<file path="config.mk">
export PLATFORM = sky130hd
export DESIGN_NAME = period_note_detector
export DESIGN_NICKNAME = d
export VERILOG_FILES = /design/src/hdl/pnd_pkg.sv /design/src/hdl/period_note_detector.sv
export SDC_FILE = /design/constraint.sdc
export NUM_CORES = 1
export LEC_CHECK = 0
export CAP_MARGIN = 20
export CELL_PAD_IN_SITES_DETAIL_PLACEMENT = 0
export CELL_PAD_IN_SITES_GLOBAL_PLACEMENT = 1
export CORE_UTILIZATION = 58
export CTS_BUF_LIST = sky130_fd_sc_hd__clkbuf_8
export DETAILED_ROUTE_END_ITERATION = 10
export DONT_BUFFER_PORTS = 1
export GPL_ROUTABILITY_DRIVEN = 0
export PLACE_DENSITY = 0.86
export SLEW_MARGIN = 20
export SYNTH_ARGS = -nofsm -noshare
export SYNTH_HDL_FRONTEND = slang
export SYNTH_SLANG_ARGS = --single-unit
export TNS_END_PERCENT = 30
</file>
<file path="constraint.sdc">
create_clock -name clk -period 11.7 [get_ports clk]
set_input_delay 1.17 -clock clk [delete_from_list [all_inputs] [get_ports clk]]
set_output_delay 1.17 -clock clk [all_outputs]
set_load 0.1 [all_outputs]
</file>
<file path="src/hdl/pnd_pkg.sv">
package pnd_pkg;

  // Build constants
  localparam int OCTAVE_COUNT     = 8;
  localparam int COUNT_BITS       = 24;
  localparam int RING_DEPTH       = 5;
  localparam int HARMONIC_COUNT   = 4;
  localparam int NOTES_PER_OCTAVE = 12;
  localparam int TABLE_SIZE       = 96;

  localparam int NOTE_LIMIT = (NOTES_PER_OCTAVE * OCTAVE_COUNT > TABLE_SIZE) ?
                              TABLE_SIZE : NOTES_PER_OCTAVE * OCTAVE_COUNT;

  localparam int SLOT_W = $clog2(RING_DEPTH);
  localparam int HARM_W = $clog2(HARMONIC_COUNT);
  localparam int IDX_W  = 7;
  localparam int OCT_W  = 4;
  localparam int SUM_W  = COUNT_BITS + 3;
  localparam int NOTE_W = 21;
  localparam int DIST_W = (SUM_W > NOTE_W) ? SUM_W : NOTE_W;
  localparam int PSUM_W = 26;

  localparam int IN_DATA_W  = 24;
  localparam int OUT_DATA_W = 40;
  localparam int CFG_ADDR_W = 3;
  localparam int CFG_DATA_W = 32;
  localparam int TOL_W      = 4;

  localparam logic [TOL_W-1:0] TOL_RESET = 4'd7;
  // Word select bit of the byte address, register 0 is the tolerance shift
  localparam logic REG_TOL_SHIFT = 1'b0;

  typedef enum logic [2:0] {
    ST_IDLE,
    ST_READ,
    ST_ACC,
    ST_CHECK,
    ST_SEARCH,
    ST_EMIT
  } pnd_state_t;

  // Difference pattern expected for each harmonic
  function automatic logic [RING_DEPTH-1:0] match_mask(input logic [HARM_W-1:0] h);
    logic [RING_DEPTH-1:0] m;
    case (h)
      2'd0:    m = 5'b11111;
      2'd1:    m = 5'b10101;
      2'd2:    m = 5'b01001;
      2'd3:    m = 5'b10001;
      default: m = 5'b00000;
    endcase
    return m;
  endfunction

  // Note periods in clock ticks, C0 upwards
  function automatic logic [NOTE_W-1:0] note_period(input logic [IDX_W-1:0] idx);
    logic [NOTE_W-1:0] p;
    case (idx)
      7'd0:  p = 21'd1223122; 7'd1:  p = 21'd1154474; 7'd2:  p = 21'd1089678;
      7'd3:  p = 21'd1028519; 7'd4:  p = 21'd970793;  7'd5:  p = 21'd916306;
      7'd6:  p = 21'd864878;  7'd7:  p = 21'd816336;  7'd8:  p = 21'd770519;
      7'd9:  p = 21'd727273;  7'd10: p = 21'd686454;  7'd11: p = 21'd647926;
      7'd12: p = 21'd611561;  7'd13: p = 21'd577237;  7'd14: p = 21'd544839;
      7'd15: p = 21'd514260;  7'd16: p = 21'd485396;  7'd17: p = 21'd458153;
      7'd18: p = 21'd432439;  7'd19: p = 21'd408168;  7'd20: p = 21'd385259;
      7'd21: p = 21'd363636;  7'd22: p = 21'd343227;  7'd23: p = 21'd323963;
      7'd24: p = 21'd305781;  7'd25: p = 21'd288618;  7'd26: p = 21'd272419;
      7'd27: p = 21'd257130;  7'd28: p = 21'd242698;  7'd29: p = 21'd229077;
      7'd30: p = 21'd216219;  7'd31: p = 21'd204084;  7'd32: p = 21'd192630;
      7'd33: p = 21'd181818;  7'd34: p = 21'd171614;  7'd35: p = 21'd161982;
      7'd36: p = 21'd152890;  7'd37: p = 21'd144309;  7'd38: p = 21'd136210;
      7'd39: p = 21'd128565;  7'd40: p = 21'd121349;  7'd41: p = 21'd114538;
      7'd42: p = 21'd108110;  7'd43: p = 21'd102042;  7'd44: p = 21'd96315;
      7'd45: p = 21'd90909;   7'd46: p = 21'd85807;   7'd47: p = 21'd80991;
      7'd48: p = 21'd76445;   7'd49: p = 21'd72155;   7'd50: p = 21'd68105;
      7'd51: p = 21'd64282;   7'd52: p = 21'd60675;   7'd53: p = 21'd57269;
      7'd54: p = 21'd54055;   7'd55: p = 21'd51021;   7'd56: p = 21'd48157;
      7'd57: p = 21'd45455;   7'd58: p = 21'd42903;   7'd59: p = 21'd40495;
      7'd60: p = 21'd38223;   7'd61: p = 21'd36077;   7'd62: p = 21'd34052;
      7'd63: p = 21'd32141;   7'd64: p = 21'd30337;   7'd65: p = 21'd28635;
      7'd66: p = 21'd27027;   7'd67: p = 21'd25511;   7'd68: p = 21'd24079;
      7'd69: p = 21'd22727;   7'd70: p = 21'd21452;   7'd71: p = 21'd20248;
      7'd72: p = 21'd19111;   7'd73: p = 21'd18039;   7'd74: p = 21'd17026;
      7'd75: p = 21'd16071;   7'd76: p = 21'd15169;   7'd77: p = 21'd14317;
      7'd78: p = 21'd13514;   7'd79: p = 21'd12755;   7'd80: p = 21'd12039;
      7'd81: p = 21'd11364;   7'd82: p = 21'd10726;   7'd83: p = 21'd10124;
      7'd84: p = 21'd9556;    7'd85: p = 21'd9019;    7'd86: p = 21'd8513;
      7'd87: p = 21'd8035;    7'd88: p = 21'd7584;    7'd89: p = 21'd7159;
      7'd90: p = 21'd6757;    7'd91: p = 21'd6378;    7'd92: p = 21'd6020;
      7'd93: p = 21'd5682;    7'd94: p = 21'd5363;    7'd95: p = 21'd5062;
      default: p = '0;
    endcase
    return p;
  endfunction

endpackage

</file>
<file path="src/hdl/period_note_detector.sv">
// Sequence: an accepted count reads the five-entry history one slot at a time, checks up to
//   4 harmonic patterns in turn, then scans the note table (NOTE_LIMIT entries, one entry
//   per cycle); out_tvalid rises once the result is loaded into the free output register.
// Throughput: one count at a time; the next count is taken once the block is back in idle,
//   after the table scan of a matching one or the last pattern check of one with no match,
//   later while a result waits in the output register. Pace set by the table scan.
// Reset (synchronous, rst_n low): history valid bits and pointer cleared, so the ring
//   reads as all zero; tolerance shift returns to 7; no result pending.
module period_note_detector (
  input  logic                           clk,
  input  logic                           rst_n,
  // in_tdata: [23:0] capture_count
  input  logic                           in_tvalid,
  output logic                           in_tready,
  input  logic [pnd_pkg::IN_DATA_W-1:0]  in_tdata,
  // out_tdata: [25:0] period_sum, [32:26] note_index, [36:33] note_in_octave,
  //            [38:37] harmonic_found, [39] zero
  output logic                           out_tvalid,
  input  logic                           out_tready,
  output logic [pnd_pkg::OUT_DATA_W-1:0] out_tdata,
  input  logic                           cfg_psel,
  input  logic                           cfg_penable,
  input  logic                           cfg_pwrite,
  input  logic [pnd_pkg::CFG_ADDR_W-1:0] cfg_paddr,
  input  logic [pnd_pkg::CFG_DATA_W-1:0] cfg_pwdata,
  output logic [pnd_pkg::CFG_DATA_W-1:0] cfg_prdata,
  output logic                           cfg_pready
);
  import pnd_pkg::*;

  pnd_state_t state_r, state_nxt;

  // History memory with per-entry valid bits
  logic [COUNT_BITS-1:0] hist_mem [RING_DEPTH];
  logic [RING_DEPTH-1:0] hist_vld_r;
  logic [COUNT_BITS-1:0] mem_q_r;
  logic                  mem_q_vld_r;
  logic [SLOT_W-1:0]     ptr_r;
  logic [SLOT_W-1:0]     rd_slot_r;

  logic [TOL_W-1:0]      tol_shift_r;
  logic [COUNT_BITS-1:0] newest_r;
  logic [SUM_W-1:0]      acc_r;
  logic [SUM_W-1:0]      sums_r  [RING_DEPTH];
  logic [COUNT_BITS-1:0] diffs_r [RING_DEPTH];
  logic [SLOT_W-1:0]     a_cnt_r;
  logic [HARM_W-1:0]     h_cnt_r;

  logic [SUM_W-1:0]      period_r;
  logic [IDX_W-1:0]      idx_r;
  logic [OCT_W-1:0]      oct_r;
  logic [DIST_W-1:0]     best_dist_r;
  logic [IDX_W-1:0]      best_idx_r;
  logic [OCT_W-1:0]      best_oct_r;

  logic                  out_valid_r;
  logic [OUT_DATA_W-1:0] out_data_r;

  logic                  in_xfer;
  logic                  cfg_wr;
  logic                  out_free;
  logic                  rd_en;
  logic [COUNT_BITS-1:0] cnt_in;
  logic [COUNT_BITS-1:0] rd_data;
  logic [SUM_W-1:0]      acc_nxt;
  logic [COUNT_BITS-1:0] diff_nxt;
  logic [SUM_W-1:0]      tol;
  logic [RING_DEPTH-1:0] pattern;
  logic                  pat_match;
  logic [DIST_W-1:0]     tbl_val;
  logic [DIST_W-1:0]     per_ext;
  logic [DIST_W-1:0]     tbl_gap;
  logic                  search_last;

  assign in_xfer  = in_tvalid & in_tready;
  assign cfg_wr   = cfg_psel & cfg_penable & cfg_pwrite & cfg_pready;
  assign out_free = ~out_valid_r | out_tready;
  assign cnt_in   = COUNT_BITS'(in_tdata);

  // Configuration port
  assign cfg_pready = 1'b1;
  assign cfg_prdata = (cfg_paddr[2] == REG_TOL_SHIFT) ? CFG_DATA_W'(tol_shift_r) : '0;

  always_ff @(posedge clk) begin
    if (!rst_n) begin
      tol_shift_r <= TOL_RESET;
    end else if (cfg_wr && cfg_paddr[2] == REG_TOL_SHIFT) begin
      tol_shift_r <= cfg_pwdata[TOL_W-1:0];
    end
  end

  // Memory write on transfer, registered read
  always_ff @(posedge clk) begin
    if (in_xfer) begin
      hist_mem[ptr_r] <= cnt_in;
    end
    if (rd_en) begin
      mem_q_r     <= hist_mem[rd_slot_r];
      mem_q_vld_r <= hist_vld_r[rd_slot_r];
    end
  end

  // Accumulate step: unwritten slots read as zero
  assign rd_data  = mem_q_vld_r ? mem_q_r : '0;
  assign acc_nxt  = acc_r + SUM_W'(rd_data);
  assign diff_nxt = (newest_r >= rd_data) ? newest_r - rd_data : rd_data - newest_r;

  // Harmonic pattern check
  assign tol = sums_r[SLOT_W'(h_cnt_r)] >> tol_shift_r;
  always_comb begin
    for (int d = 0; d < RING_DEPTH; d++) begin
      pattern[d] = SUM_W'(diffs_r[d]) <= tol;
    end
  end
  assign pat_match = (pattern == match_mask(h_cnt_r));

  // Table scan distance
  assign tbl_val     = DIST_W'(note_period(idx_r));
  assign per_ext     = DIST_W'(period_r);
  assign tbl_gap     = (per_ext >= tbl_val) ? per_ext - tbl_val : tbl_val - per_ext;
  assign search_last = (idx_r == IDX_W'(NOTE_LIMIT - 1));

  // Next state
  always_comb begin
    state_nxt = state_r;
    case (state_r)
      ST_IDLE:   if (in_xfer) state_nxt = ST_READ;
      ST_READ:   state_nxt = ST_ACC;
      ST_ACC: begin
        if (a_cnt_r == SLOT_W'(RING_DEPTH - 1)) state_nxt = ST_CHECK;
        else state_nxt = ST_READ;
      end
      ST_CHECK: begin
        if (pat_match) state_nxt = ST_SEARCH;
        else if (h_cnt_r == HARM_W'(HARMONIC_COUNT - 1)) state_nxt = ST_IDLE;
      end
      ST_SEARCH: if (search_last) state_nxt = ST_EMIT;
      ST_EMIT:   if (out_free) state_nxt = ST_IDLE;
      default:   state_nxt = ST_IDLE;
    endcase
  end

  // State outputs
  always_comb begin
    in_tready = 1'b0;
    rd_en     = 1'b0;
    case (state_r)
      ST_IDLE: in_tready = 1'b1;
      ST_READ: rd_en     = 1'b1;
      default: begin
        in_tready = 1'b0;
        rd_en     = 1'b0;
      end
    endcase
  end

  // Control registers
  always_ff @(posedge clk) begin
    if (!rst_n) begin
      state_r     <= ST_IDLE;
      hist_vld_r  <= '0;
      ptr_r       <= '0;
      out_valid_r <= 1'b0;
    end else begin
      state_r <= state_nxt;
      if (in_xfer) begin
        hist_vld_r[ptr_r] <= 1'b1;
        ptr_r <= (ptr_r == SLOT_W'(RING_DEPTH - 1)) ? '0 : ptr_r + 1'b1;
      end
      if (state_r == ST_EMIT && out_free) begin
        out_valid_r <= 1'b1;
      end else if (out_tready) begin
        out_valid_r <= 1'b0;
      end
    end
  end

  // Datapath registers
  always_ff @(posedge clk) begin
    case (state_r)
      ST_IDLE: begin
        newest_r  <= cnt_in;
        rd_slot_r <= ptr_r;
        acc_r     <= '0;
        a_cnt_r   <= '0;
        h_cnt_r   <= '0;
      end
      ST_ACC: begin
        acc_r            <= acc_nxt;
        sums_r[a_cnt_r]  <= acc_nxt;
        diffs_r[a_cnt_r] <= diff_nxt;
        a_cnt_r          <= a_cnt_r + 1'b1;
        rd_slot_r <= (rd_slot_r == '0) ? SLOT_W'(RING_DEPTH - 1) : rd_slot_r - 1'b1;
      end
      ST_CHECK: begin
        period_r <= sums_r[SLOT_W'(h_cnt_r)];
        idx_r    <= '0;
        oct_r    <= '0;
        if (!pat_match) h_cnt_r <= h_cnt_r + 1'b1;
      end
      ST_SEARCH: begin
        if (idx_r == '0 || tbl_gap < best_dist_r) begin
          best_dist_r <= tbl_gap;
          best_idx_r  <= idx_r;
          best_oct_r  <= oct_r;
        end
        idx_r <= idx_r + 1'b1;
        oct_r <= (oct_r == OCT_W'(NOTES_PER_OCTAVE - 1)) ? '0 : oct_r + 1'b1;
      end
      ST_EMIT: begin
        if (out_free) begin
          out_data_r <= {1'b0, h_cnt_r, best_oct_r, best_idx_r, PSUM_W'(period_r)};
        end
      end
      default: ;
    endcase
  end

  assign out_tvalid = out_valid_r;
  assign out_tdata  = out_data_r;

  // Checks
  a_xfer_reads: assert property (@(posedge clk) disable iff (!rst_n)
    in_xfer |=> state_r == ST_READ)
    else $error("transfer did not start history read");

  a_ptr_range: assert property (@(posedge clk) disable iff (!rst_n)
    ptr_r < SLOT_W'(RING_DEPTH))
    else $error("history pointer out of range");

  a_emit_valid: assert property (@(posedge clk) disable iff (!rst_n)
    (state_r == ST_EMIT && out_free) |=> out_tvalid)
    else $error("result lost on emit");

  a_note_range: assert property (@(posedge clk) disable iff (!rst_n)
    out_tvalid |-> (out_tdata[36:33] < OCT_W'(NOTES_PER_OCTAVE)) &&
                   (out_tdata[32:26] < IDX_W'(NOTE_LIMIT)))
    else $error("note fields out of range");

endmodule

</file>
==> flow_summary_export.csv <==
group,metric,value,unit
global_routing,grt.overflow.total,0,
power_and_ir_drop,vdd_ir_drop_max,0.000126,V
power_and_ir_drop,leakage,0.0140,uW
timing,final.setup.tns,0,ps
detailed_routing,dr.pass1.iters,6,
logic_synthesis,synth_compound_area_share,13.8,%
critical_path,r2r-start,"per_ext[10]",
timing,hold_viol_final,0,
critical_path,critPathMostFrequentCell,"a21oi_1",
min_path,min_path_type,"flip-flop to flip-flop",
placement,post-dp-hpwl,59400,um
critical_path,setup.worst_path.end,"best_oct_r[1]",
critical_path,r2r_cells,17,
floorplanning,dieArea,58200,um2
detailed_routing,drt-wirelength-per-cell,21.8,um
logic_synthesis,async_reset_ff_share,0,%
floorplanning,core,56500,um2
logic_synthesis,muxShareOfSynthArea,5.63,%
critical_path,cp.depth,17,
logic_synthesis,synthAdderAreaFrac,11.2,%
critical_path,startpoint_type,"flip-flop",
timing,skew,48.3,ps
detailed_routing,viasPerCell,6.15,
critical_path,cp-end-kind,"flip-flop",
timing,slew_headroom,22.3,%
placement,placedCellCount,3577,
finish,area.growth.synth_to_final,7.64,%
power_and_ir_drop,p_int,4050,uW
power_and_ir_drop,sw_frac_of_total,31.9,%
finish,fin_cells,3757,
power_and_ir_drop,seqPwrFrac,44.0,%
logic_synthesis,synthXorXnorAreaFrac,2.03,%
logic_synthesis,synth_edf_count,547,
logic_synthesis,yosysMostFrequentCell,"edfxtp_1",
logic_synthesis,synth_warnings,0,
logic_synthesis,netlist_area,33200,um2
clock_network,cts-root-buf,"clkbuf_8",
detailed_routing,drc,0,
clock_network,cts_tree,"done",
global_routing,grt.total_usage,28.4,%
global_routing,grt_pass1_wl,125000,um
timing,hold_slack,418,ps
critical_path,critPathLaunch,"per_ext[10]",
clock_network,cts_hold_buf,0,
floorplanning,rows,87,
floorplanning,io_pins,141,
status,status,"complete, no violations",
timing,fmax,147,MHz
clock_network,numCtsBuffers,94,
timing,period_share,58.2,%
critical_path,crit_path_top_delay_cell,"a21oi_1",
detailed_routing,vias,23100,
logic_synthesis,netlist.area_leader.share,49.5,%
logic_synthesis,syn_inst,2921,
logic_synthesis,synth-simple-area-share,11.0,%
critical_path,cp.required,12000,ps
clock_network,htreeDepth,3,
logic_synthesis,post_synth.cell_area_avg,11.4,um2
logic_synthesis,yosysSeqAreaShare,51.8,%
clock_network,clk_latency,710,ps
power_and_ir_drop,powerDensity,166,nW/um2
run,maxCapViolations,0,
logic_synthesis,synth_top_family_by_area,"compound AO/OA/AOI/OAI gates",
floorplanning,die-width,241,um
finish,drive_gt1_share,9.54,%
timing,tightest_slew,1160,ps
timing,slew_viol_final,0,
detailed_routing,drt_iter0_markers,2134,
global_routing,antenna_found_initial,3,
critical_path,cp_max_fo,38,
logic_synthesis,yosys.cell_types.count,105,
clock_network,clock_path_buffers,3,
power_and_ir_drop,p_comb_share,25.1,%
global_routing,grt_pass1_vias,22200,
logic_synthesis,yosysTopAreaCell,"edfxtp_1",
critical_path,cp_top_family,"compound AO/OA/AOI/OAI gates",
logic_synthesis,ys_seq_elements,586,
timing,rsz0062_at_grt,"no",
clock_network,post_cts_buffers,0,
floorplanning,dieHeight,241,um
critical_path,ff2ff_setup_slack,4890,ps
critical_path,r2r-end,"best_oct_r[1]",
placement,port_buffers,0,
logic_synthesis,synth_area_leaders,"edfxtp_1 (49%), ha_1 (11%), mux4_2 (3.7%)",
power_and_ir_drop,switchingPower,1900,uW
floorplanning,initial_core_util,58.8,%
logic_synthesis,synthFlopType,"edfxtp_1",
logic_synthesis,netlist_top_cells_count,"edfxtp_1 (547), nand2_1 (320), ha_1 (288)",
global_routing,grt_max_degree,62,
critical_path,crit_type,"flip-flop to flip-flop",
timing,period_needed,6810,ps
timing,setup_viol,0,
power_and_ir_drop,p_clk_share,31.0,%
clock_network,cts-resized-gates,0,
clock_network,cts.sinks,586,
critical_path,crit_buf_inv,1,
detailed_routing,antenna_left,0,
finish,fin_util,63.3,%
clock_network,clk_pin_slew_worst_paths,60,ps
detailed_routing,drt_wl_total,82000,um
critical_path,cp_cell_sequence,"ha_1 > a21oi_1 > o221ai_1 > a21oi_1 > a31oi_2 > nor2_4 > mux2i_1 > o211ai_2 > a21oi_1 > xor2_1 > ha_1 > a21o_1 > a21o_1 > a21oi_1 > o2111ai_1 > a21oi_4 > buf_4",
power_and_ir_drop,total_power,5940,uW
critical_path,cp_slowest_stage_delay,730,ps
finish,nets,3277,
critical_path,arrival,7120,ps
[per-stage QoR]
stage / setup slack (ps) / instance area (um2)
5_1_grt: 4450 / 35800
6_report: 4890 / 35800
4_1_cts: 5100 / 35700
2_1_floorplan: 3030 / 33300
3_3_place_gp: 5170 / 33800
3_5_place_dp: 5130 / 33800
[flip-flops by register name (all words and copies together) (netlist names), 5 cells and up, named ones only]
register / flops
acc_r: 27
best_dist_r: 27
best_idx_r: 7
diffs_r: 120
hist_mem: 120
hist_vld_r: 5
idx_r: 7
mem_q_r: 24
newest_r: 24
out_tdata: 39
per_ext: 27
sums_r: 108
tbl_val: 21
[layout by cell type (no fill, tap or decap), types with 44 or more instances in the layout]
| cell type | Yosys | final |
|---|---|---|
| clkbuf_8 | 0 | 99 |
| ha_1 | 288 | 288 |
| nor2_1 | 197 | 193 |
| edfxtp_1 | 547 | 547 |
| mux4_2 | 54 | 54 |
| xnor2_1 | 55 | 55 |
| a21o_1 | 57 | 57 |
| a21oi_1 | 225 | 223 |
| nand2_1 | 320 | 320 |
| inv_1 | 181 | 201 |
| nand3_1 | 44 | 44 |
| o21ai_0 | 146 | 146 |
| mux2i_1 | 56 | 56 |
[worst min-delay path by stage]
stage	start	to	slack, ps	cells after the start
after floorplan	best_idx_r[0]	out_tdata[26]	400	0
after global placement	best_oct_r[2]	out_tdata[35]	410	0
after detailed placement	best_oct_r[1]	out_tdata[34]	410	0
after CTS	best_oct_r[1]	out_tdata[34]	430	0
after global routing	best_idx_r[6]	out_tdata[32]	430	0
final	best_oct_r[1]	out_tdata[34]	420	0
[layout make-up]
class / count / area, um2
fillers: 4287 / 20700
flip-flops and latches: 586 / 17200
clock inverters: 77 / 613
inverters: 185 / 697
repair buffers: 30 / 243
multi-input cells: 2021 / 14700
clock buffers: 99 / 1360
well taps: 756 / 946
diodes: 3 / 7.51
[routing by layer]
layer  part of all wire, %  global-route usage [%]  vias up
li1                      -                       -    10800
met1                    42                    38.7    11200
met2                    46                    44.4      988
met3                   8.9                    6.39      143
met4                   3.0                    11.0        0
met5                     0                       0        -
[cells by family after synthesis]
kind of cell	count (synthesis)
AO/OA/AOI/OAI	711
XOR/XNOR	77
adder cells (fa/ha/maj)	293
buffers and inverters	342
flip-flops	586
multiplexers	118
other	2
AND/OR/NAND/NOR	792
[power groups by stage]
stage	Sequential (uW)	Clock (uW)	Combinational [uW]
floorplan	2620	0	1050
global placement	2650	0	1420
detailed placement	2660	0	1460
CTS	2610	1870	1470
global route	2620	1960	1620
finish	2610	1840	1490
No activity file was read; power rests on OpenSTA's default activity.
